**src/rtl/qple_pkg.sv**
```systemverilog
// Shared types, character codes and token encoding for the quoted-printable line encoder.
package qple_pkg;

  typedef logic [7:0] char_t;

  localparam char_t CH_NL  = 8'h0A;
  localparam char_t CH_TAB = 8'h09;
  localparam char_t CH_SP  = 8'h20;
  localparam char_t CH_DOT = 8'h2E;
  localparam char_t CH_EQ  = 8'h3D;

  localparam logic [9:0] LIMIT_MIN = 10'd8;
  localparam logic [9:0] LIMIT_MAX = 10'd1000;
  localparam logic [9:0] LIMIT_RST = 10'd990;

  // Register index decoded from the configuration address.
  localparam logic REG_ENABLE = 1'b0;
  localparam logic REG_LIMIT  = 1'b1;

  // One input byte with its class, as held in the front queue.
  typedef struct packed {
    char_t b;
    logic  is_ws;
    logic  is_tab;
    logic  is_nl;
    logic  is_dot;
  } qple_item_t;

  // Characters handed from the sequencer to the output packer in one cycle.
  typedef struct packed {
    logic        valid;
    logic        eos;
    logic [1:0]  n;
    logic [23:0] chars;
  } qple_app_t;

  typedef struct packed {
    logic [23:0] chars;
    logic [1:0]  n;
  } qple_emit_t;

  typedef enum logic [3:0] {
    ST_IDLE,
    ST_FRD,
    ST_TOK,
    ST_BRK,
    ST_LIST,
    ST_DRD,
    ST_DCH,
    ST_DSH,
    ST_RAW
  } qple_state_t;

  function automatic char_t hex_digit(input logic [3:0] v);
    char_t c;
    if (v < 4'd10) c = {4'h3, v};
    else c = 8'h37 + {4'h0, v};
    return c;
  endfunction

  // Plain character, or =XX for '=', controls, high bytes and encoded whitespace.
  function automatic qple_emit_t emit_token(input char_t tok, input logic enc);
    logic       ws;
    logic       hex;
    qple_emit_t e;
    ws  = (tok == CH_SP) || (tok == CH_TAB);
    hex = (tok == CH_EQ) || (ws && enc) ||
          (!ws && (tok != CH_NL) && ((tok < 8'h20) || (tok > 8'h7E)));
    if (hex) begin
      e.chars = {hex_digit(tok[3:0]), hex_digit(tok[7:4]), CH_EQ};
      e.n     = 2'd3;
    end else begin
      e.chars = {16'h0000, tok};
      e.n     = 2'd1;
    end
    return e;
  endfunction

endpackage

```
**src/rtl/qple_ram.sv**
```systemverilog
// Generic single-port-write, registered-read RAM.
module qple_ram #(
  parameter int WIDTH = 1,
  parameter int DEPTH = 32
) (
  input  logic                     clk,
  input  logic                     we,
  input  logic [$clog2(DEPTH)-1:0] waddr,
  input  logic [WIDTH-1:0]         wdata,
  input  logic [$clog2(DEPTH)-1:0] raddr,
  output logic [WIDTH-1:0]         rdata
);

  logic [WIDTH-1:0] mem_r [DEPTH];
  logic [WIDTH-1:0] rdata_r;

  always_ff @(posedge clk) begin
    if (we) begin
      mem_r[waddr] <= wdata;
    end
    rdata_r <= mem_r[raddr];
  end

  assign rdata = rdata_r;

endmodule

```
**src/rtl/qple_front.sv**
```systemverilog
// Input side: classifies accepted bytes and queues them for the sequencer.
module qple_front
  import qple_pkg::*;
(
  input  logic       clk,
  input  logic       rst_n,
  input  logic       in_valid,
  output logic       in_stall,
  input  char_t      in_byte,
  output logic       q_valid,
  output qple_item_t q_item,
  input  logic       q_pop
);

  qple_item_t [1:0] ent_r;
  logic             wr_ptr_r;
  logic             rd_ptr_r;
  logic [1:0]       cnt_r;
  logic             push;
  qple_item_t       cls;

  always_comb begin
    cls.b      = in_byte;
    cls.is_tab = (in_byte == CH_TAB);
    cls.is_ws  = (in_byte == CH_TAB) || (in_byte == CH_SP);
    cls.is_nl  = (in_byte == CH_NL);
    cls.is_dot = (in_byte == CH_DOT);
  end

  assign in_stall = (cnt_r == 2'd2);
  assign push     = in_valid && !in_stall;
  assign q_valid  = (cnt_r != 2'd0);
  assign q_item   = ent_r[rd_ptr_r];

  always_ff @(posedge clk) begin
    if (!rst_n) begin
      wr_ptr_r <= 1'b0;
      rd_ptr_r <= 1'b0;
      cnt_r    <= 2'd0;
    end else begin
      if (push) wr_ptr_r <= !wr_ptr_r;
      if (q_pop) rd_ptr_r <= !rd_ptr_r;
      cnt_r <= cnt_r + {1'b0, push} - {1'b0, q_pop};
    end
  end

  always_ff @(posedge clk) begin
    if (push) begin
      ent_r[wr_ptr_r] <= cls;
    end
  end

endmodule

```
**src/rtl/qple_back.sv**
```systemverilog
// Sequencer: whitespace holding, soft-break splitting and per-token character generation.
module qple_back
  import qple_pkg::*;
#(
  parameter int WS_HOLD_DEPTH = 32
) (
  input  logic                             clk,
  input  logic                             rst_n,
  input  logic                             q_valid,
  input  qple_item_t                       q_item,
  output logic                             q_pop,
  input  logic                             enc_en,
  input  logic [9:0]                       line_limit,
  input  logic                             pk_ready,
  output qple_app_t                        app,
  output logic                             ram_we,
  output logic [$clog2(WS_HOLD_DEPTH)-1:0] ram_waddr,
  output logic                             ram_wdata,
  output logic [$clog2(WS_HOLD_DEPTH)-1:0] ram_raddr,
  input  logic                             ram_rdata
);

  localparam int AW = $clog2(WS_HOLD_DEPTH);
  localparam int CW = $clog2(WS_HOLD_DEPTH + 1);
  localparam logic [CW-1:0] WS_FULL = CW'(WS_HOLD_DEPTH);

  qple_state_t       state_r, state_nxt;
  qple_item_t        item_r, item_nxt;
  logic              at_ls_r, at_ls_nxt;
  logic              dotted_r, dotted_nxt;
  logic [CW-1:0]     ws_cnt_r, ws_cnt_nxt;
  logic [CW-1:0]     fidx_r, fidx_nxt;
  logic              fenc_r, fenc_nxt;
  logic              fin_write_r, fin_write_nxt;
  logic              from_ws_r, from_ws_nxt;
  logic              pending_r, pending_nxt;
  logic [1:0]        shc_r, shc_nxt;
  char_t [1:0]       sh_tok_r, sh_tok_nxt;
  logic [1:0]        sh_enc_r, sh_enc_nxt;
  logic [9:0]        chunk_pos_r, chunk_pos_nxt;
  char_t             cur_tok_r, cur_tok_nxt;
  logic              cur_enc_r, cur_enc_nxt;
  logic [1:0]        li_r, li_nxt;
  logic [1:0]        list_n_r, list_n_nxt;

  logic [9:0]        lim;
  logic [9:0]        chunk_len;
  logic [9:0]        cp_inc;
  char_t             ws_char;
  char_t             tok_in;
  logic              enc_in;
  logic              li_last;
  char_t             adv_tok;
  logic              adv_enc;
  qple_emit_t        adv_emit;
  logic [9:0]        cp_adv;
  logic              set_pend;
  logic [1:0]        need;
  logic [1:0]        split_n;
  logic              split_hold;
  logic              split_brk;
  logic              tok_done;
  logic [CW-1:0]     nxt_idx;
  logic              more_ws;
  logic              fl_more;
  logic              done_item;
  logic              step;
  logic              idle_ws_store;
  logic              raw_dot;

  // Shared decode of the current token and split decision.
  always_comb begin
    if (line_limit < LIMIT_MIN) lim = LIMIT_MIN;
    else if (line_limit > LIMIT_MAX) lim = LIMIT_MAX;
    else lim = line_limit;
    chunk_len = lim - 10'd2 - {9'd0, dotted_r};

    ws_char = ram_rdata ? CH_TAB : CH_SP;
    tok_in  = from_ws_r ? ws_char : item_r.b;
    enc_in  = from_ws_r && fenc_r;
    li_last = (li_r == list_n_r - 2'd1);

    unique case (state_r)
      ST_LIST: begin
        adv_tok = li_last ? cur_tok_r : sh_tok_r[li_r[0]];
        adv_enc = li_last ? cur_enc_r : sh_enc_r[li_r[0]];
      end
      ST_DSH: begin
        adv_tok = sh_tok_r[li_r[0]];
        adv_enc = sh_enc_r[li_r[0]];
      end
      ST_DCH: begin
        adv_tok = ws_char;
        adv_enc = 1'b0;
      end
      default: begin
        adv_tok = tok_in;
        adv_enc = enc_in;
      end
    endcase
    adv_emit = emit_token(adv_tok, adv_enc);

    cp_inc   = chunk_pos_r + 10'd1;
    cp_adv   = (adv_tok == CH_NL) ? 10'd0 : cp_inc;
    set_pend = (adv_tok != CH_NL) && (cp_inc >= chunk_len);

    need       = dotted_r ? 2'd3 : 2'd2;
    split_n    = shc_r + 2'd1;
    split_hold = (tok_in != CH_NL) && (split_n < need);
    split_brk  = (split_n >= need);

    tok_done = ((state_r == ST_TOK) && (!pending_r || split_hold)) ||
               ((state_r == ST_LIST) && li_last);
    nxt_idx   = fidx_r + CW'(1);
    more_ws   = (nxt_idx < ws_cnt_r);
    fl_more   = from_ws_r && more_ws;
    done_item = tok_done && (!from_ws_r || (!more_ws && fin_write_r));

    q_pop         = (state_r == ST_IDLE) && q_valid && pk_ready;
    step          = (state_r != ST_IDLE) && pk_ready;
    idle_ws_store = enc_en && q_item.is_ws && (ws_cnt_r != WS_FULL);
    raw_dot       = at_ls_r && item_r.is_dot;
  end

  // Next state.
  always_comb begin
    state_nxt = state_r;
    unique case (state_r)
      ST_IDLE: begin
        if (q_pop) begin
          if (!enc_en) begin
            if (ws_cnt_r != '0) state_nxt = ST_DRD;
            else if (shc_r != 2'd0) state_nxt = ST_DSH;
            else state_nxt = ST_RAW;
          end else if (idle_ws_store) begin
            state_nxt = ST_IDLE;
          end else if (ws_cnt_r != '0) begin
            state_nxt = ST_FRD;
          end else begin
            state_nxt = ST_TOK;
          end
        end
      end
      ST_FRD: begin
        if (pk_ready) state_nxt = ST_TOK;
      end
      ST_TOK, ST_LIST: begin
        if (pk_ready) begin
          if (state_r == ST_TOK && pending_r && !split_hold) begin
            state_nxt = split_brk ? ST_BRK : ST_LIST;
          end else if (tok_done) begin
            if (!from_ws_r) state_nxt = ST_IDLE;
            else if (more_ws) state_nxt = ST_FRD;
            else if (fin_write_r) state_nxt = ST_IDLE;
            else state_nxt = ST_TOK;
          end
        end
      end
      ST_BRK: begin
        if (pk_ready) state_nxt = ST_LIST;
      end
      ST_DRD: begin
        if (pk_ready) state_nxt = ST_DCH;
      end
      ST_DCH: begin
        if (pk_ready) begin
          if (more_ws) state_nxt = ST_DRD;
          else if (shc_r != 2'd0) state_nxt = ST_DSH;
          else state_nxt = ST_RAW;
        end
      end
      ST_DSH: begin
        if (pk_ready && (li_r + 2'd1 == shc_r)) state_nxt = ST_RAW;
      end
      ST_RAW: begin
        if (pk_ready) state_nxt = ST_IDLE;
      end
      default: state_nxt = ST_IDLE;
    endcase
  end

  // Datapath updates and outputs.
  always_comb begin
    item_nxt      = item_r;
    at_ls_nxt     = at_ls_r;
    dotted_nxt    = dotted_r;
    ws_cnt_nxt    = ws_cnt_r;
    fidx_nxt      = fidx_r;
    fenc_nxt      = fenc_r;
    fin_write_nxt = fin_write_r;
    from_ws_nxt   = from_ws_r;
    pending_nxt   = pending_r;
    shc_nxt       = shc_r;
    sh_tok_nxt    = sh_tok_r;
    sh_enc_nxt    = sh_enc_r;
    chunk_pos_nxt = chunk_pos_r;
    cur_tok_nxt   = cur_tok_r;
    cur_enc_nxt   = cur_enc_r;
    li_nxt        = li_r;
    list_n_nxt    = list_n_r;
    app           = '0;
    ram_we        = 1'b0;
    ram_waddr     = ws_cnt_r[AW-1:0];
    ram_wdata     = q_item.is_tab;
    ram_raddr     = fidx_r[AW-1:0];

    if (q_pop) begin
      item_nxt  = q_item;
      app.valid = 1'b1;
      fidx_nxt  = '0;
      li_nxt    = 2'd0;
      if (enc_en) begin
        if (at_ls_r && q_item.is_dot) begin
          app.n      = 2'd1;
          app.chars  = {16'h0000, CH_DOT};
          dotted_nxt = 1'b1;
        end
        if (idle_ws_store) begin
          ram_we     = 1'b1;
          ws_cnt_nxt = ws_cnt_r + CW'(1);
          app.eos    = 1'b1;
          at_ls_nxt  = 1'b0;
        end else begin
          fenc_nxt      = q_item.is_nl || q_item.is_ws;
          fin_write_nxt = q_item.is_ws;
          from_ws_nxt   = (ws_cnt_r != '0);
        end
      end
    end

    if (step) begin
      app.valid = 1'b1;
      unique case (state_r)
        ST_TOK: begin
          if (!pending_r) begin
            app.n         = adv_emit.n;
            app.chars     = adv_emit.chars;
            chunk_pos_nxt = cp_adv;
            pending_nxt   = set_pend;
          end else if (split_hold) begin
            sh_tok_nxt[shc_r[0]] = tok_in;
            sh_enc_nxt[shc_r[0]] = enc_in;
            shc_nxt              = split_n;
          end else begin
            cur_tok_nxt   = tok_in;
            cur_enc_nxt   = enc_in;
            li_nxt        = 2'd0;
            list_n_nxt    = split_n;
            pending_nxt   = 1'b0;
            shc_nxt       = 2'd0;
            chunk_pos_nxt = 10'd0;
          end
        end
        ST_BRK: begin
          app.n     = 2'd2;
          app.chars = {8'h00, CH_NL, CH_EQ};
        end
        ST_LIST: begin
          app.n         = adv_emit.n;
          app.chars     = adv_emit.chars;
          chunk_pos_nxt = cp_adv;
          pending_nxt   = pending_r || set_pend;
          li_nxt        = li_r + 2'd1;
        end
        ST_DCH: begin
          app.n     = adv_emit.n;
          app.chars = adv_emit.chars;
          fidx_nxt  = nxt_idx;
          if (!more_ws) ws_cnt_nxt = '0;
        end
        ST_DSH: begin
          app.n     = adv_emit.n;
          app.chars = adv_emit.chars;
          li_nxt    = li_r + 2'd1;
        end
        ST_RAW: begin
          app.eos       = 1'b1;
          app.n         = raw_dot ? 2'd2 : 2'd1;
          app.chars     = raw_dot ? {8'h00, item_r.b, CH_DOT} : {16'h0000, item_r.b};
          shc_nxt       = 2'd0;
          pending_nxt   = 1'b0;
          chunk_pos_nxt = 10'd0;
          at_ls_nxt     = item_r.is_nl;
          if (raw_dot) dotted_nxt = 1'b1;
          if (item_r.is_nl) dotted_nxt = 1'b0;
        end
        default: begin
          app.n = 2'd0;
        end
      endcase

      // Close one token: continue the whitespace flush or finish the byte.
      if (tok_done) begin
        if (from_ws_r) begin
          fidx_nxt = nxt_idx;
          if (!fl_more) begin
            ws_cnt_nxt = '0;
            if (fin_write_r) begin
              ram_we     = 1'b1;
              ram_waddr  = '0;
              ram_wdata  = item_r.is_tab;
              ws_cnt_nxt = CW'(1);
            end else begin
              from_ws_nxt = 1'b0;
            end
          end
        end
        if (done_item) begin
          app.eos   = 1'b1;
          at_ls_nxt = item_r.is_nl;
          if (item_r.is_nl) dotted_nxt = 1'b0;
        end
      end
    end
  end

  always_ff @(posedge clk) begin
    if (!rst_n) begin
      state_r     <= ST_IDLE;
      at_ls_r     <= 1'b1;
      dotted_r    <= 1'b0;
      ws_cnt_r    <= '0;
      fidx_r      <= '0;
      fenc_r      <= 1'b0;
      fin_write_r <= 1'b0;
      from_ws_r   <= 1'b0;
      pending_r   <= 1'b0;
      shc_r       <= 2'd0;
      chunk_pos_r <= 10'd0;
      li_r        <= 2'd0;
      list_n_r    <= 2'd1;
    end else begin
      state_r     <= state_nxt;
      at_ls_r     <= at_ls_nxt;
      dotted_r    <= dotted_nxt;
      ws_cnt_r    <= ws_cnt_nxt;
      fidx_r      <= fidx_nxt;
      fenc_r      <= fenc_nxt;
      fin_write_r <= fin_write_nxt;
      from_ws_r   <= from_ws_nxt;
      pending_r   <= pending_nxt;
      shc_r       <= shc_nxt;
      chunk_pos_r <= chunk_pos_nxt;
      li_r        <= li_nxt;
      list_n_r    <= list_n_nxt;
    end
  end

  always_ff @(posedge clk) begin
    item_r    <= item_nxt;
    sh_tok_r  <= sh_tok_nxt;
    sh_enc_r  <= sh_enc_nxt;
    cur_tok_r <= cur_tok_nxt;
    cur_enc_r <= cur_enc_nxt;
  end

endmodule

```
**src/rtl/qple_pack.sv**
```systemverilog
// Output packer: groups characters three to a result and drives the result register.
module qple_pack
  import qple_pkg::*;
(
  input  logic        clk,
  input  logic        rst_n,
  input  qple_app_t   app,
  output logic        pk_ready,
  output logic        out_valid,
  input  logic        out_stall,
  output logic [23:0] out_chars,
  output logic [1:0]  out_count,
  output logic        out_last
);

  logic [47:0] buf_r, buf_nxt;
  logic [2:0]  pend_r, pend_nxt;
  logic        eos_r, eos_nxt;
  logic        out_valid_r;
  logic [23:0] out_chars_r;
  logic [1:0]  out_count_r;
  logic        out_last_r;

  logic        slot_free;
  logic        move;
  logic [2:0]  mv_n;
  logic        mv_last;
  logic        clearing;
  logic [2:0]  pend_mid;
  logic [47:0] buf_mid;

  always_comb begin
    slot_free = !out_valid_r || !out_stall;
    // Hold a full group until more follows or the byte ends, so last lands right.
    move      = slot_free && ((pend_r >= 3'd4) || (eos_r && (pend_r != 3'd0)));
    mv_n      = (pend_r >= 3'd3) ? 3'd3 : pend_r;
    mv_last   = eos_r && (pend_r <= 3'd3);
    clearing  = move && mv_last;
    pend_mid  = move ? (pend_r - mv_n) : pend_r;
    buf_mid   = move ? (buf_r >> 24) : buf_r;
    pk_ready  = (pend_mid <= 3'd3) && (!eos_r || clearing);

    buf_nxt  = buf_mid;
    pend_nxt = pend_mid;
    eos_nxt  = eos_r && !clearing;
    if (app.valid) begin
      buf_nxt  = buf_mid | ({24'h000000, app.chars} << {pend_mid[1:0], 3'b000});
      pend_nxt = pend_mid + {1'b0, app.n};
      if (app.eos) eos_nxt = (pend_nxt != 3'd0);
    end
  end

  always_ff @(posedge clk) begin
    if (!rst_n) begin
      pend_r      <= 3'd0;
      eos_r       <= 1'b0;
      buf_r       <= '0;
      out_valid_r <= 1'b0;
    end else begin
      pend_r <= pend_nxt;
      eos_r  <= eos_nxt;
      buf_r  <= buf_nxt;
      if (move) out_valid_r <= 1'b1;
      else if (!out_stall) out_valid_r <= 1'b0;
    end
  end

  always_ff @(posedge clk) begin
    if (move) begin
      out_chars_r <= buf_r[23:0];
      out_count_r <= mv_n[1:0];
      out_last_r  <= mv_last;
    end
  end

  assign out_valid = out_valid_r;
  assign out_chars = out_chars_r;
  assign out_count = out_count_r;
  assign out_last  = out_last_r;

endmodule

```
**src/rtl/quoted_printable_line_encoder.sv**
```systemverilog
// Quoted-printable body encoder with dot-stuffing: top level and register file.
//
// Input channel: one body byte per request on in_byte (in_valid / in_stall); newline ends a line.
// Result channel: out_chars carries up to three characters, first in the low byte, out_count
// says how many, out_last marks the final result of an input byte. A byte that is only held
// (whitespace waiting for the rest of its line) produces no result.
// Config: encode_enable at address 0, line_limit at address 4, written over the APB port
// while the block is idle; pready is always high.
// An ordinary byte takes the sequencer's pop step and token step; no new byte is popped until
// the sequencer is idle again. Flushing held whitespace adds a memory read and a token step
// per held byte, and a soft break adds a break step and a list step per carried token. A byte's
// first result passes the queue, item register, packer buffer and result register; a flush delays it.
// A two-entry queue decouples the input from the sequencer; the input stalls only when it
// is full. When the receiver stalls, the result register holds, the packer fills and the
// sequencer then waits.
// Reset (synchronous, rst_n low) empties the queue, packer and held run, sets line start,
// enables encoding and sets line_limit to 990.
module quoted_printable_line_encoder
  import qple_pkg::*;
#(
  parameter int WS_HOLD_DEPTH = 32
) (
  input  logic        clk,
  input  logic        rst_n,
  input  logic        in_valid,
  output logic        in_stall,
  input  logic [7:0]  in_byte,
  output logic        out_valid,
  input  logic        out_stall,
  output logic [23:0] out_chars,
  output logic [1:0]  out_count,
  output logic        out_last,
  input  logic        psel,
  input  logic        penable,
  input  logic        pwrite,
  input  logic [2:0]  paddr,
  input  logic [31:0] pwdata,
  output logic [31:0] prdata,
  output logic        pready
);

  localparam int AW = $clog2(WS_HOLD_DEPTH);

  logic       enable_r;
  logic [9:0] limit_r;
  logic       cfg_wr;

  logic       q_valid;
  qple_item_t q_item;
  logic       q_pop;
  logic       pk_ready;
  qple_app_t  app;
  logic       ram_we;
  logic [AW-1:0] ram_waddr;
  logic       ram_wdata;
  logic [AW-1:0] ram_raddr;
  logic       ram_rdata;

  assign pready = 1'b1;
  assign cfg_wr = psel && penable && pwrite;

  always_ff @(posedge clk) begin
    if (!rst_n) begin
      enable_r <= 1'b1;
      limit_r  <= LIMIT_RST;
    end else if (cfg_wr) begin
      unique case (paddr[2])
        REG_ENABLE: enable_r <= pwdata[0];
        REG_LIMIT:  limit_r  <= pwdata[9:0];
        default:    enable_r <= enable_r;
      endcase
    end
  end

  always_comb begin
    unique case (paddr[2])
      REG_ENABLE: prdata = {31'd0, enable_r};
      REG_LIMIT:  prdata = {22'd0, limit_r};
      default:    prdata = '0;
    endcase
  end

  qple_front u_front (
    .clk      (clk),
    .rst_n    (rst_n),
    .in_valid (in_valid),
    .in_stall (in_stall),
    .in_byte  (in_byte),
    .q_valid  (q_valid),
    .q_item   (q_item),
    .q_pop    (q_pop)
  );

  qple_ram #(
    .WIDTH (1),
    .DEPTH (WS_HOLD_DEPTH)
  ) u_ws_ram (
    .clk   (clk),
    .we    (ram_we),
    .waddr (ram_waddr),
    .wdata (ram_wdata),
    .raddr (ram_raddr),
    .rdata (ram_rdata)
  );

  qple_back #(
    .WS_HOLD_DEPTH (WS_HOLD_DEPTH)
  ) u_back (
    .clk        (clk),
    .rst_n      (rst_n),
    .q_valid    (q_valid),
    .q_item     (q_item),
    .q_pop      (q_pop),
    .enc_en     (enable_r),
    .line_limit (limit_r),
    .pk_ready   (pk_ready),
    .app        (app),
    .ram_we     (ram_we),
    .ram_waddr  (ram_waddr),
    .ram_wdata  (ram_wdata),
    .ram_raddr  (ram_raddr),
    .ram_rdata  (ram_rdata)
  );

  qple_pack u_pack (
    .clk       (clk),
    .rst_n     (rst_n),
    .app       (app),
    .pk_ready  (pk_ready),
    .out_valid (out_valid),
    .out_stall (out_stall),
    .out_chars (out_chars),
    .out_count (out_count),
    .out_last  (out_last)
  );

endmodule

```
**config.mk**
```make
export PLATFORM = sky130hd
export DESIGN_NAME = quoted_printable_line_encoder
export DESIGN_NICKNAME = d
export VERILOG_FILES = /design/src/rtl/qple_pkg.sv /design/src/rtl/qple_ram.sv /design/src/rtl/qple_front.sv /design/src/rtl/qple_back.sv /design/src/rtl/qple_pack.sv /design/src/rtl/quoted_printable_line_encoder.sv
export SDC_FILE = /design/constraint.sdc
export NUM_CORES = 1
export LEC_CHECK = 0
export BUFFER_PORTS_ARGS = -buffer_cell sky130_fd_sc_hd__buf_2
export CAP_MARGIN = 25
export CORE_MARGIN = 2
export CORE_UTILIZATION = 45
export CTS_CLUSTER_DIAMETER = 60
export DETAILED_ROUTE_END_ITERATION = 8
export HOLD_SLACK_MARGIN = 0.05
export PLACE_DENSITY_LB_ADDON = 0.25
export SLEW_MARGIN = 20
export SYNTH_ARGS = -nofsm -noshare
export SYNTH_HDL_FRONTEND = slang
export SYNTH_SLANG_ARGS = --single-unit
```
**constraint.sdc**
```tcl
create_clock -name clk -period 8.3 [get_ports clk]
set_clock_uncertainty 0.05 [all_clocks]
set_input_delay 0.83 -clock clk [delete_from_list [all_inputs] [get_ports clk]]
set_output_delay 0.83 -clock clk [all_outputs]
set_load 0.01 [all_outputs]
```
==> Word-level counts from Yosys, hierarchy flattened <==
Memories as Yosys holds them, arrays and structs flattened. A register that Yosys moved wholly into a read port is not among the register bits.
Index checks and enable logic that the tools add are counted.
{ "totals": {"latchBits": 0, "out_inout_bits": 62, "memories": 1, "mem_bits_ro": 0, "reg_bits": 195, "in_bits": 50, "elab_cells": 341, "ram_bits": 32} }
{ "op_classes": {"bitwise_logic": 4, "mul": 0, "div": 0, "eq_ne": 34, "n_reduce_logical": 78, "add_sub_neg": 14, "mux": 145, "shifts": 1, "n_lt_le_gt_ge": 20} }
{ "mem_list": {"columns": ["name", "words", "word_bits", "read_ports", "rd_ports_with_merged_regs", "wr", "line_no", "text"], "rows": [
  ["u_ws_ram.mem_r", 32, 1, 1, 1, 1, "qple_ram.sv:14", "logic [WIDTH-1:0] mem_r [DEPTH];"]
]} }
{ "op_table": {"columns": ["operator", "n"], "rows": [
  ["2-to-1 mux 48 bit", 2],
  ["one-hot mux 24 bit (4 select lines)", 1],
  ["2-to-1 mux 6 bit", 15],
  ["2-to-1 mux 4 bit", 17],
  ["one-hot mux 32 bit (2 select lines)", 1],
  ["2-to-1 mux 28 bit", 2],
  ["2-to-1 mux 8 bit", 7],
  ["2-to-1 mux 1 bit", 55],
  ["2-to-1 mux 26 bit", 2],
  ["2-to-1 mux 10 bit", 5],
  ["bitwise OR 48 bit", 1],
  ["left shift 24 x 5 -> 48 bit", 1],
  ["2-to-1 mux 12 bit", 3],
  ["== test 8 x 4 -> 1 bit, second input constant", 4],
  ["== test 8 x 6 -> 1 bit, second input constant", 4],
  ["logical AND 1 bit", 32],
  ["one-hot mux 4 bit (8 select lines)", 1],
  ["one-hot mux 10 bit (3 select lines)", 1],
  ["2-to-1 mux 27 bit", 1],
  ["2-to-1 mux 25 bit", 1],
  ["2-to-1 mux 5 bit", 5],
  ["bitwise mux 24 bit", 1],
  ["one-hot mux 8 bit (3 select lines)", 1],
  ["2-to-1 mux 2 bit", 9],
  ["other kinds (61)", 124]
]} }

==> Depth between registers and ports, before layout <==
Gate-level depths: netlist of run 1.
{ "logic_depth": {"ltp_word": 18, "mapped_depth": 20, "ltp_nobuf": 18} }

==> Cells and area by module <==
Synthesis of run 1 repeated with hierarchy kept, for this count alone.
{ "unflattened": {"hier_cells": 1231, "hier_area_um2": 12182.9} }
{ "by_module_without_submodules": {"columns": ["mod", "area_each_um2", "seq_area_each_um2", "instances", "cells_per_inst"], "rows": [
  ["qple_back", 5390.2, 1901.8, 1, 624],
  ["qple_pack", 3369.5, 1871.8, 1, 330],
  ["qple_ram", 1517.7, 980.9, 1, 120],
  ["qple_front", 1144.8, 800.8, 1, 72],
  ["quoted_printable_line_encoder", 760.7, 220.2, 1, 85]
]} }

==> Worst setup path before layout of run 1 <==
Ideal clock, no wire load.
{ "synth_path": {"kind": "reg2reg", "startpoint": "reg u_back.state_r[3]", "endpoint": "reg u_pack.eos_r", "t_required_ns": 8.118, "path_stages_with_launch": 19, "path_buffers": 3, "synth_period_minus_slack_ns": 3.823, "setup_slack_ns": 4.477, "t_arrival_ns": 3.641, "cell_sequence": "dfxtp_1 buf_2 nor4b_2 buf_2 o21a_1 a221o_1 clkbuf_1 inv_1 ha_1 or2_2 a32oi_1 a211oi_2 nand2b_1 a21oi_1 fa_1 nor2_1 a21oi_1 o21ai_0 a21oi_1"} }
{ "synth_between": {"elab_chain_cells": 16} }
{ "synth_lines": {"columns": ["item", "line_no", "text"], "rows": [
  ["from (decl)", "qple_back.sv:27", "qple_state_t state_r, state_nxt;"],
  ["from (signal assigned)", "qple_back.sv:333", "state_r <= state_nxt;"],
  ["branches (longest 11 deep; another with less-than comparator 8 x 6 -> 1 bit)", null, null],
  ["2-to-1 mux 28 bit (*)", "qple_back.sv:231", "if (step) begin"],
  ["adder 3 x 2 -> 3 bit", "qple_pack.sv:48", "pend_nxt = pend_mid + {1'b0, app.n};"],
  ["nonzero test 3 bit", "qple_pack.sv:49", "if (app.eos) eos_nxt = (pend_nxt != 3'd0);"],
  ["2-to-1 mux 1 bit", "qple_pack.sv:49", null],
  ["2-to-1 mux 1 bit (*)", "qple_pack.sv:46", "if (app.valid) begin"],
  ["to (signal assigned)", "qple_pack.sv:61", "eos_r <= eos_nxt;"],
  ["to (decl)", "qple_pack.sv:18", "logic eos_r, eos_nxt;"]
]} }
Mark *: on every way between the ends.
A chain may end at the register's enable or synchronous reset.

==> Worst setup path after layout of run 1 <==
{ "layout_path": {"startpoint": "reg u_back.state_r[0]", "endpoint": "reg u_pack.eos_r"} }
Same word-level chain as after synthesis.

==> flow_summary.json, run 1 <==
{
  "syn_inst": 1243,
  "path_buf_inv": 2,
  "multi_input_area_sq_um": 5800,
  "synth_seq_cells": 227,
  "worstPathRequired_ns": 8.66,
  "slew_headroom_pct": 29.1,
  "avgViaCountPerCell": 5.76,
  "setup_ws_ns": 3.32,
  "diodes": 0,
  "coreArea_sq_um": 26100,
  "synth_top_cell_area_share_pct": 30.2,
  "synthTopCellsByArea": "edfxtp_1, dfxtp_1, nor2_1, nand2_1, ha_1",
  "post-route-min-period_ns": 4.98,
  "cp_slowest_cell": "dfxtp_1",
  "grt_util_all_layers_pct": 21.4,
  "setup_violations": 0,
  "layout-drive-gt1-share_pct": 13.7,
  "period_share_pct": 60.0,
  "netlist-cell-type-count": 92,
  "worst_slew_pin_slew_ns": 1.06,
  "yosysSeqAreaShare_pct": 47.9,
  "violations": "DRC",
  "hp-class": "flip-flop to flip-flop",
  "syn_area_sq_um": 12000,
  "clock_latency_ns": 0.55,
  "portBuffers": 64,
  "cts_buffer_depth": 3,
  "drt-wirelength-per-cell_microns": 18.3,
  "yosysWarningCount": 0,
  "dpl.cell_count": 1593,
  "post-route-drc-count": 6,
  "start_util_pct": 46.0,
  "worstSetupStartpointType": "flip-flop",
  "cp_max_fo": 22,
  "hpwl_mm": 21.1,
  "postCtsHoldBufs": 0,
  "yosysMostFrequentCell": "nor2_1",
  "drt_iter0_markers": 780,
  "clock-sinks": 227,
  "cts_resized": 0,
  "ctsHtreeMaxLevel": 1,
  "cp_cell_sequence": "nor2b_1 > nor2_1 > nor2_1 > a221o_1 > inv_1 > ha_1 > or2_2 > a32oi_1 > a211oi_2 > buf_4 > nand2b_1 > a21oi_1 > fa_1 > nor2_1 > a21oi_1 > o21ai_0 > a21oi_1",
  "endpoint_kind": "flip-flop",
  "leakagePower_nw": 5.05,
  "gp_congestion": 0.952,
  "place_ws_ns": 3.44,
  "cp_slowest_stage_delay_ns": 0.67,
  "synth.largest_area_cell": "edfxtp_1",
  "crit_arrival_ns": 5.34,
  "die_w_microns": 167,
  "dr.pass1.iters": 7,
  "fmax_ghz": 0.201,
  "die_h_microns": 167,
  "maxCapViolations": 0,
  "power_density_nw_per_um2": 298,
  "setup_tns_ns": 0,
  "rsz0062_at_grt": "no",
  "cts_buffers": 28,
  "ant_nets": 0,
  "fill_cells": 2444,
  "p_total_mw": 4.03,
  "fin_nets": 1374,
  "synth_enable_flop_cells": 121,
  "grt_overflow_total": 0,
  "grt_max_degree": 48,
  "synthTopCellsByCount": "nor2_1, nand2_1, edfxtp_1",
  "critical_path_class": "flip-flop to flip-flop",
  "placementRows": 59,
  "ios": 112,
  "grt_first_pass_wirelength_mm": 48.7,
  "cts-root-buf": "clkbuf_16",
  "ir_drop_v": 0.000179,
  "post_synth.cell_area_avg_sq_um": 9.67,
  "wl_mm": 30.1,
  "die_area_sq_um": 28000,
  "clk_pin_slew_worst_paths_ns": 0.06,
  "post-cts-setup-buffers": 0,
  "async_flop_share_pct": 0,
  "fin_cells": 1646,
  "seqCellArea_sq_um": 5760,
  "synthFlopType": "edfxtp_1",
  "outcome": "complete, but fails checks",
  "final_hold_viol_count": 0,
  "report.final.slew_viol_count": 0,
  "tritoncts": "done",
  "num_vias": 9474,
  "critical-path-top-delay-family": "simple AND/OR/NAND/NOR gates",
  "areaGrowthSynthToFinish_pct": 12.3,
  "grt_pass1_vias": 9010,
  "antenna_found_initial": 0
}
[layer usage]
metal | routed length [microns] | global-route usage (%) | vias up
met5 | 0 | 0 | -
met4 | 867 | 6.20 | 0
met3 | 1670 | 2.81 | 61
met2 | 14600 | 37.4 | 306
met1 | 13000 | 27.9 | 4499
li1 | - | - | 4608
[state kept, by name (all words and copies together), names as in the netlist, 10 cells and up]
register	cells
u_front.ent_r	24
u_pack.out_chars	24
u_back.item_r	11
u_pack.buf_r	47
u_ws_ram.mem_r	32
limit_r	10
u_back.sh_tok_r	16
u_back.chunk_pos_r	10
[cells in the final DEF (no fill, tap or decap), drive strengths merged, types with 18 or more instances in the layout]
master and n:
mux2 21, clkbuf 34, and2 22, xnor2 21, inv 40, nor3 23, dfxtp 106, edfxtp 121
a21oi 62, a21o 18, nor2 155, nand2 133, conb 23, nand3 47, ha 34, mux2i 33
buf 73, nand2b 19, o21ai 55
[worst paths after layout]
check	from	to	slack (ns)	cells after the start
setup / recovery	u_back.state_r[0]	u_pack.eos_r	3.32	17
hold / removal	u_pack.buf_r[5]	u_pack.out_chars[5]	0.38	0
setup reg to reg	u_back.state_r[0]	u_pack.eos_r	3.32	17
hold reg to reg	u_pack.buf_r[5]	u_pack.out_chars[5]	0.38	0
[cell families after synthesis]
family	Yosys count	synth area share, %
other cells	2	0.0625
compound gates	286	16.3
fa+ha+maj	35	3.71
flops	227	47.9
buf+inv	117	4.63
xor+xnor	34	2.54
simple gates	484	19.4
mux	58	5.50
[stage by stage]
| stage | hold WS (ns) | utilization [%] | area, sq um |
|---|---|---|---|
| after floorplan | 0.358 | - | 12100 |
| after global placement | 0.366 | 47.8 | 12500 |
| after detailed placement | 0.367 | 47.8 | 12500 |
| after CTS | 0.384 | 51.6 | 13500 |
| after global routing | 0.399 | 51.7 | 13500 |
| final | 0.383 | 51.7 | 13500 |
[power breakdown]
part / internal (mW) / total [mW] / switching [mW] / leakage [nW]
Combinational: 0.416 / 1.26 / 0.842 / 2.61
Sequential: 1.36 / 1.50 / 0.138 / 1.96
Clock: 0.761 / 1.27 / 0.505 / 0.486
Total: 2.54 / 4.03 / 1.48 / 5.05
[cell type report]
type | instances | share of cell area (%)
clock buffers | 34 | 5.65
clock inverters | 18 | 1.71
inverters | 39 | 1.08
multi-input cells | 920 | 43.0
flip-flops and latches | 227 | 42.6
well taps | 335 | 3.10
repair buffers | 73 | 2.87
No activity file was read; power rests on OpenSTA's default activity.
==> run 2: changes to the inputs <==
- ABC_AREA: not set -> 1
- clock period: 8.3 -> 4.2 ns (I/O delays scaled with it)
==> flow_summary.json, run 2 <==
{
  "outcome": "complete, no violations",
  "final_cell_mix": "nand2_1, inv_1, nor2_1",
  "grt_util_all_layers_pct": 19.8,
  "fmax_ghz": 0.257,
  "period_share_pct": 92.6,
  "ios": 112,
  "clock-sinks": 227,
  "synthFlopType": "edfxtp_1",
  "endpoint_kind": "flip-flop",
  "placed_cell_area_sq_um": 12700,
  "syn_area_sq_um": 12100,
  "top_register": "u_pack.buf_r",
  "leakagePower_nw": 5.88,
  "drt-wirelength-per-cell_microns": 14.9,
  "place_ws_ns": 0.287,
  "setup_ws_ns": 0.310,
  "power_density_nw_per_um2": 584,
  "worstSetupStartpointType": "flip-flop",
  "reg_top3": "u_pack.buf_r x47, u_ws_ram.mem_r x32",
  "fin_nets": 1627,
  "clk_pin_slew_worst_paths_ns": 0.06,
  "start_util_pct": 46.0,
  "maxCapViolations": 0,
  "ctsHtreeMaxLevel": 1,
  "antenna_found_initial": 0,
  "synth.largest_area_cell": "edfxtp_1",
  "ir_drop_v": 0.000425,
  "cp_slowest_cell": "or4_1",
  "clock_latency_ns": 0.53,
  "final_hold_viol_count": 0,
  "areaGrowthSynthToFinish_pct": 12.7,
  "largest_reg_flops": 47,
  "cp_slowest_stage_delay_ns": 0.50,
  "timing.hold.ws_ns": 0.0636,
  "seqCellArea_sq_um": 5760,
  "ant_nets": 0,
  "worst_slew_pin_slew_ns": 0.914,
  "yosysSeqAreaShare_pct": 47.7,
  "cp_max_fo": 5,
  "post-route-drc-count": 0,
  "multi_input_area_sq_um": 5370,
  "async_flop_share_pct": 0,
  "hp-class": "input pin to flip-flop",
  "synthTopCellsByCount": "nand2_1, inv_1, nor2_1",
  "coreArea_sq_um": 26200,
  "syn_inst": 1468,
  "setup_violations": 0,
  "wl_mm": 28.3,
  "final_area_sq_um": 13600,
  "synth_seq_cells": 227,
  "yosysWarningCount": 0,
  "dr.pass1.iters": 7,
  "report.final.slew_viol_count": 0,
  "synth_enable_flop_cells": 121,
  "layout-drive-gt1-share_pct": 13.8,
  "synth_top_cell_area_share_pct": 30.1,
  "post_synth.cell_area_avg_sq_um": 8.21,
  "cts_buffers": 27,
  "die_w_microns": 168,
  "cp_cell_sequence": "inv_1 > a2111oi_0 > and2_1 > inv_1 > nand3_1 > ha_1 > inv_1 > ha_1 > inv_1 > ha_1 > nand3_1 > nor3_2 > xnor2_1 > ha_1 > nand2_1 > or4_1 > o2111ai_1 > a31oi_1 > nor3_1",
  "crit_arrival_ns": 4.28,
  "placementRows": 59,
  "critical_path_class": "flip-flop to flip-flop",
  "grt_overflow_total": 0,
  "hpwl_mm": 20.6,
  "die_area_sq_um": 28100,
  "tritoncts": "done",
  "num_vias": 9942,
  "avgViaCountPerCell": 5.25,
  "post-route-min-period_ns": 3.89,
  "gp_congestion": 0.897,
  "grt_max_degree": 47,
  "p_total_mw": 7.94,
  "netlist-cell-type-count": 58,
  "cts_buffer_depth": 3,
  "worstPathRequired_ns": 4.59,
  "fin_cells": 1895,
  "path_buf_inv": 4,
  "yosysMostFrequentCell": "nand2_1",
  "critical-path-top-delay-family": "simple AND/OR/NAND/NOR gates",
  "slew_headroom_pct": 38.7,
  "drt_iter0_markers": 748,
  "final_common_cell": "nand2_1",
  "synthTopCellsByArea": "edfxtp_1, dfxtp_1, nand2_1, inv_1, nor2_1",
  "dpl.cell_count": 1845,
  "grt_first_pass_wirelength_mm": 46.1,
  "r2r_cells": 19,
  "crit_cells": 19,
  "diodes": 0,
  "die_h_microns": 168,
  "grt_pass1_vias": 9345,
  "portBuffers": 64,
  "fill_cells": 2478,
  "hold_depth": 3,
  "cts-root-buf": "clkbuf_16"
}
run 2: path summary, 6_finish.rpt:
| path | startpoint | endpoint | slack (ns) |
|---|---|---|---|
| setup / recovery | limit_r[4] | u_back.pending_r | 0.31 |
| hold / removal | pwdata[7] | limit_r[7] | 0.06 |
| setup reg to reg | limit_r[4] | u_back.pending_r | 0.31 |
| hold reg to reg | u_pack.buf_r[5] | u_pack.out_chars[5] | 0.38 |
run 2: area by class of cell:
class,instances,share of cell area (%)
clock buffer,33,5.14
clock inverter,14,0.976
inverter,177,4.91
multi-input combinational,1016,39.5
sequential,227,42.4
tap,335,3.08
timing repair buffer,93,4.02
run 2: logic make-up after synthesis:
group           count (synthesis)  share of synthesized area [%]
other cells                     2                         0.0623
fa+ha+maj                      35                           3.69
mux                            17                           1.42
flops                         227                           47.7
buf+inv                       246                           8.59
simple gates                  676                           25.5
compound gates                240                           11.2
xor+xnor                       25                           1.82
run 2: per-stage QoR:
stage	util, %	TNS [ns]
after floorplan	-	0
after global placement	48.5	0
after detailed placement	48.6	0
after CTS	51.8	0
after global routing	51.9	-0.0202
final	51.9	0
run 2: repair_timing:
action                     in CTS  in global routing
setup buffers                   0                  0
setup endpoints to repair       0                  1
gates resized for setup         0                  4
hold endpoints to repair        4                  0
hold buffers                    2                  0
run 2: routing by layer:
metal	global-route usage, %	wire (microns)
met4	4.46	383
met1	27.2	13000
met2	33.6	13300
met3	2.81	1620
met5	0	0
run 2: worst register-to-register path: cells and delay by family (launching register included):
| family | cells | cell delay (ns) |
|---|---|---|
| adder cells (fa/ha/maj) | 4 | 0.81 |
| flip-flops | 1 | 0.38 |
| AND/OR/NAND/NOR | 7 | 1.40 |
| AO/OA/AOI/OAI | 3 | 0.77 |
| buffers and inverters | 4 | 0.32 |
| XOR/XNOR | 1 | 0.09 |
run 2: power breakdown:
group	total, mW	switching (mW)	internal [mW]
combinational	2.76	1.93	0.821
clock	2.19	0.889	1.30
sequential	3.00	0.224	2.77
==> run 3: changes to the inputs <==
- ABC_AREA: 1 -> not set
==> flow_summary.json, run 3 (synthesis gave the netlist of run 1 again) <==
{
  "hpwl_mm": 22.4,
  "ff2ff_setup_slack_ns": 0.28,
  "fill_cells": 2421,
  "seqCellArea_sq_um": 5760,
  "diodes": 0,
  "layout-drive-gt1-share_pct": 16.0,
  "endpoint_kind": "flip-flop",
  "final_common_cell": "nor2_1",
  "violations": "DRC",
  "clock_latency_ns": 0.55,
  "worst_slew_pin_slew_ns": 0.883,
  "setup_violations": 0,
  "maxCapViolations": 0,
  "report.final.slew_viol_count": 0,
  "grt_overflow_total": 0,
  "avgViaCountPerCell": 5.72,
  "num_vias": 9765,
  "outcome": "complete, but fails checks",
  "cp_slowest_stage_delay_ns": 0.58,
  "die_w_microns": 167,
  "worstPathRequired_ns": 4.63,
  "cp_common_cell": "a21oi_1",
  "post-route-min-period_ns": 3.92,
  "cts-root-buf": "clkbuf_16",
  "final_cell_mix": "nor2_1, nand2_1, edfxtp_1",
  "top_register": "u_pack.buf_r",
  "slew_headroom_pct": 40.3,
  "placed_cell_area_sq_um": 12900,
  "hold_start": "in_byte[3]",
  "setup_tns_ns": 0,
  "clock-sinks": 227,
  "grt_max_degree": 44,
  "tritoncts": "done",
  "ant_nets": 0,
  "r2r_cells": 16,
  "post-cts-setup-buffers": 0,
  "whs_endpoint": "u_front.ent_r[19]",
  "reg_top3": "u_pack.buf_r x47, u_ws_ram.mem_r x32",
  "rr_endpoint": "u_pack.eos_r",
  "final_hold_viol_count": 0,
  "cp_slowest_cell": "or4b_4",
  "power_density_nw_per_um2": 582,
  "worstSetupStartpointType": "flip-flop",
  "gp_congestion": 0.911,
  "r2r_start": "u_back.state_r[0]",
  "period_share_pct": 93.2,
  "grt_pass1_vias": 9366,
  "fin_nets": 1435,
  "grt_util_all_layers_pct": 22.0,
  "coreArea_sq_um": 26100,
  "drt-wirelength-per-cell_microns": 18.2,
  "cp_cell_sequence": "or4b_4 > or3_4 > nand3_4 > inv_2 > ha_1 > o21ai_1 > nor2_1 > o211a_1 > a211oi_2 > nand2b_1 > a21oi_1 > fa_1 > xor2_1 > a21oi_1 > o21ai_0 > a21oi_1",
  "largest_reg_flops": 47,
  "drt_iter0_markers": 783,
  "wl_mm": 31.1,
  "die_h_microns": 167,
  "cts_buffers": 27,
  "areaGrowthSynthToFinish_pct": 15.8,
  "hp-class": "input pin to flip-flop",
  "clk_pin_slew_worst_paths_ns": 0.06,
  "path_buf_inv": 1,
  "grt_first_pass_wirelength_mm": 49.8,
  "final_area_sq_um": 13900,
  "rsz0062_at_grt": "no",
  "final_util_pct": 53.2,
  "crit_arrival_ns": 4.34,
  "setup_ws_ns": 0.284,
  "critical_path_class": "flip-flop to flip-flop",
  "placementRows": 59,
  "critical-path-top-delay-family": "simple AND/OR/NAND/NOR gates",
  "place_ws_ns": 0.210,
  "ios": 112,
  "fmax_ghz": 0.255,
  "multi_input_area_sq_um": 5800,
  "start_util_pct": 46.0,
  "antenna_found_initial": 0,
  "ir_drop_v": 0.000424,
  "die_area_sq_um": 28000,
  "hold_depth": 1,
  "post-route-drc-count": 6,
  "dr.pass1.iters": 8,
  "cts_buffer_depth": 3,
  "leakagePower_nw": 5.30,
  "cp_max_fo": 6,
  "portBuffers": 64,
  "ctsHtreeMaxLevel": 1
}
run 3: changes by cell type in the layout (fill, tap and decap cells not counted), moves of 15 or more:
cell      before  now
inv_1        157   34
nand2_1      315  133
nand2_2       17    0
and2_1         1   22
a21o_1         0   18
nand2b_1       0   19
nand3_1      102   46
a21oi_1      109   62
mux2i_1       16   33
mux2_2         1   20
and3_1         0   15
nor2b_1        0   16
buf_4         26   56
run 3: cell type report:
class                   instances  area share [%]
clock buffers                  36            5.31
repair buffers                135            6.40
clock inverters                14            1.16
inverters                      39            1.05
multi-input cells             920            41.7
well taps                     335            3.01
flip-flops and latches        227            41.4
run 3: how the worst max path moves through the flow:
stage | from | end | cells after the start
after global routing | u_back.state_r[1] | u_pack.eos_r | 15
after floorplan | u_back.state_r[3] | u_pack.eos_r | 18
after detailed placement | u_back.li_r[0] | u_pack.eos_r | 16
after CTS | u_back.li_r[0] | u_pack.eos_r | 16
final | u_back.state_r[0] | u_pack.eos_r | 16
after global placement | u_back.li_r[0] | u_pack.eos_r | 15
run 3: stage by stage:
step                hold slack [ns]  std cells  power (mW)
global placement              0.364       1640        5.71
detailed placement            0.367       1640        5.75
global route                 0.0724       1706        8.53
finish                       0.0794       1706        8.10
CTS                          0.0519       1705        8.12
floorplan                     0.358       1264        4.76
run 3: repair_timing:
item	CTS	global route
resized for setup	0	3
endpoints found under the setup margin	0	1
hold endpoints to repair	20	0
hold buffers	15	0
run 3: report_power, final:
group          internal, mW  total, mW  switching, mW
clock network          1.38       2.34          0.957
logic                  1.04       2.87           1.82
registers              2.69       2.90          0.203
total                  5.12       8.10           2.98
run 3: layer usage:
metal | routed length [microns] | track usage, % | part of all wire, % | vias up
li1 | - | - | - | 4726
met1 | 13400 | 28.3 | 43 | 4656
met2 | 15100 | 38.3 | 49 | 309
met3 | 1550 | 2.77 | 5.0 | 74
met4 | 1090 | 7.56 | 3.5 | 0
met5 | 0 | 0 | 0 | -
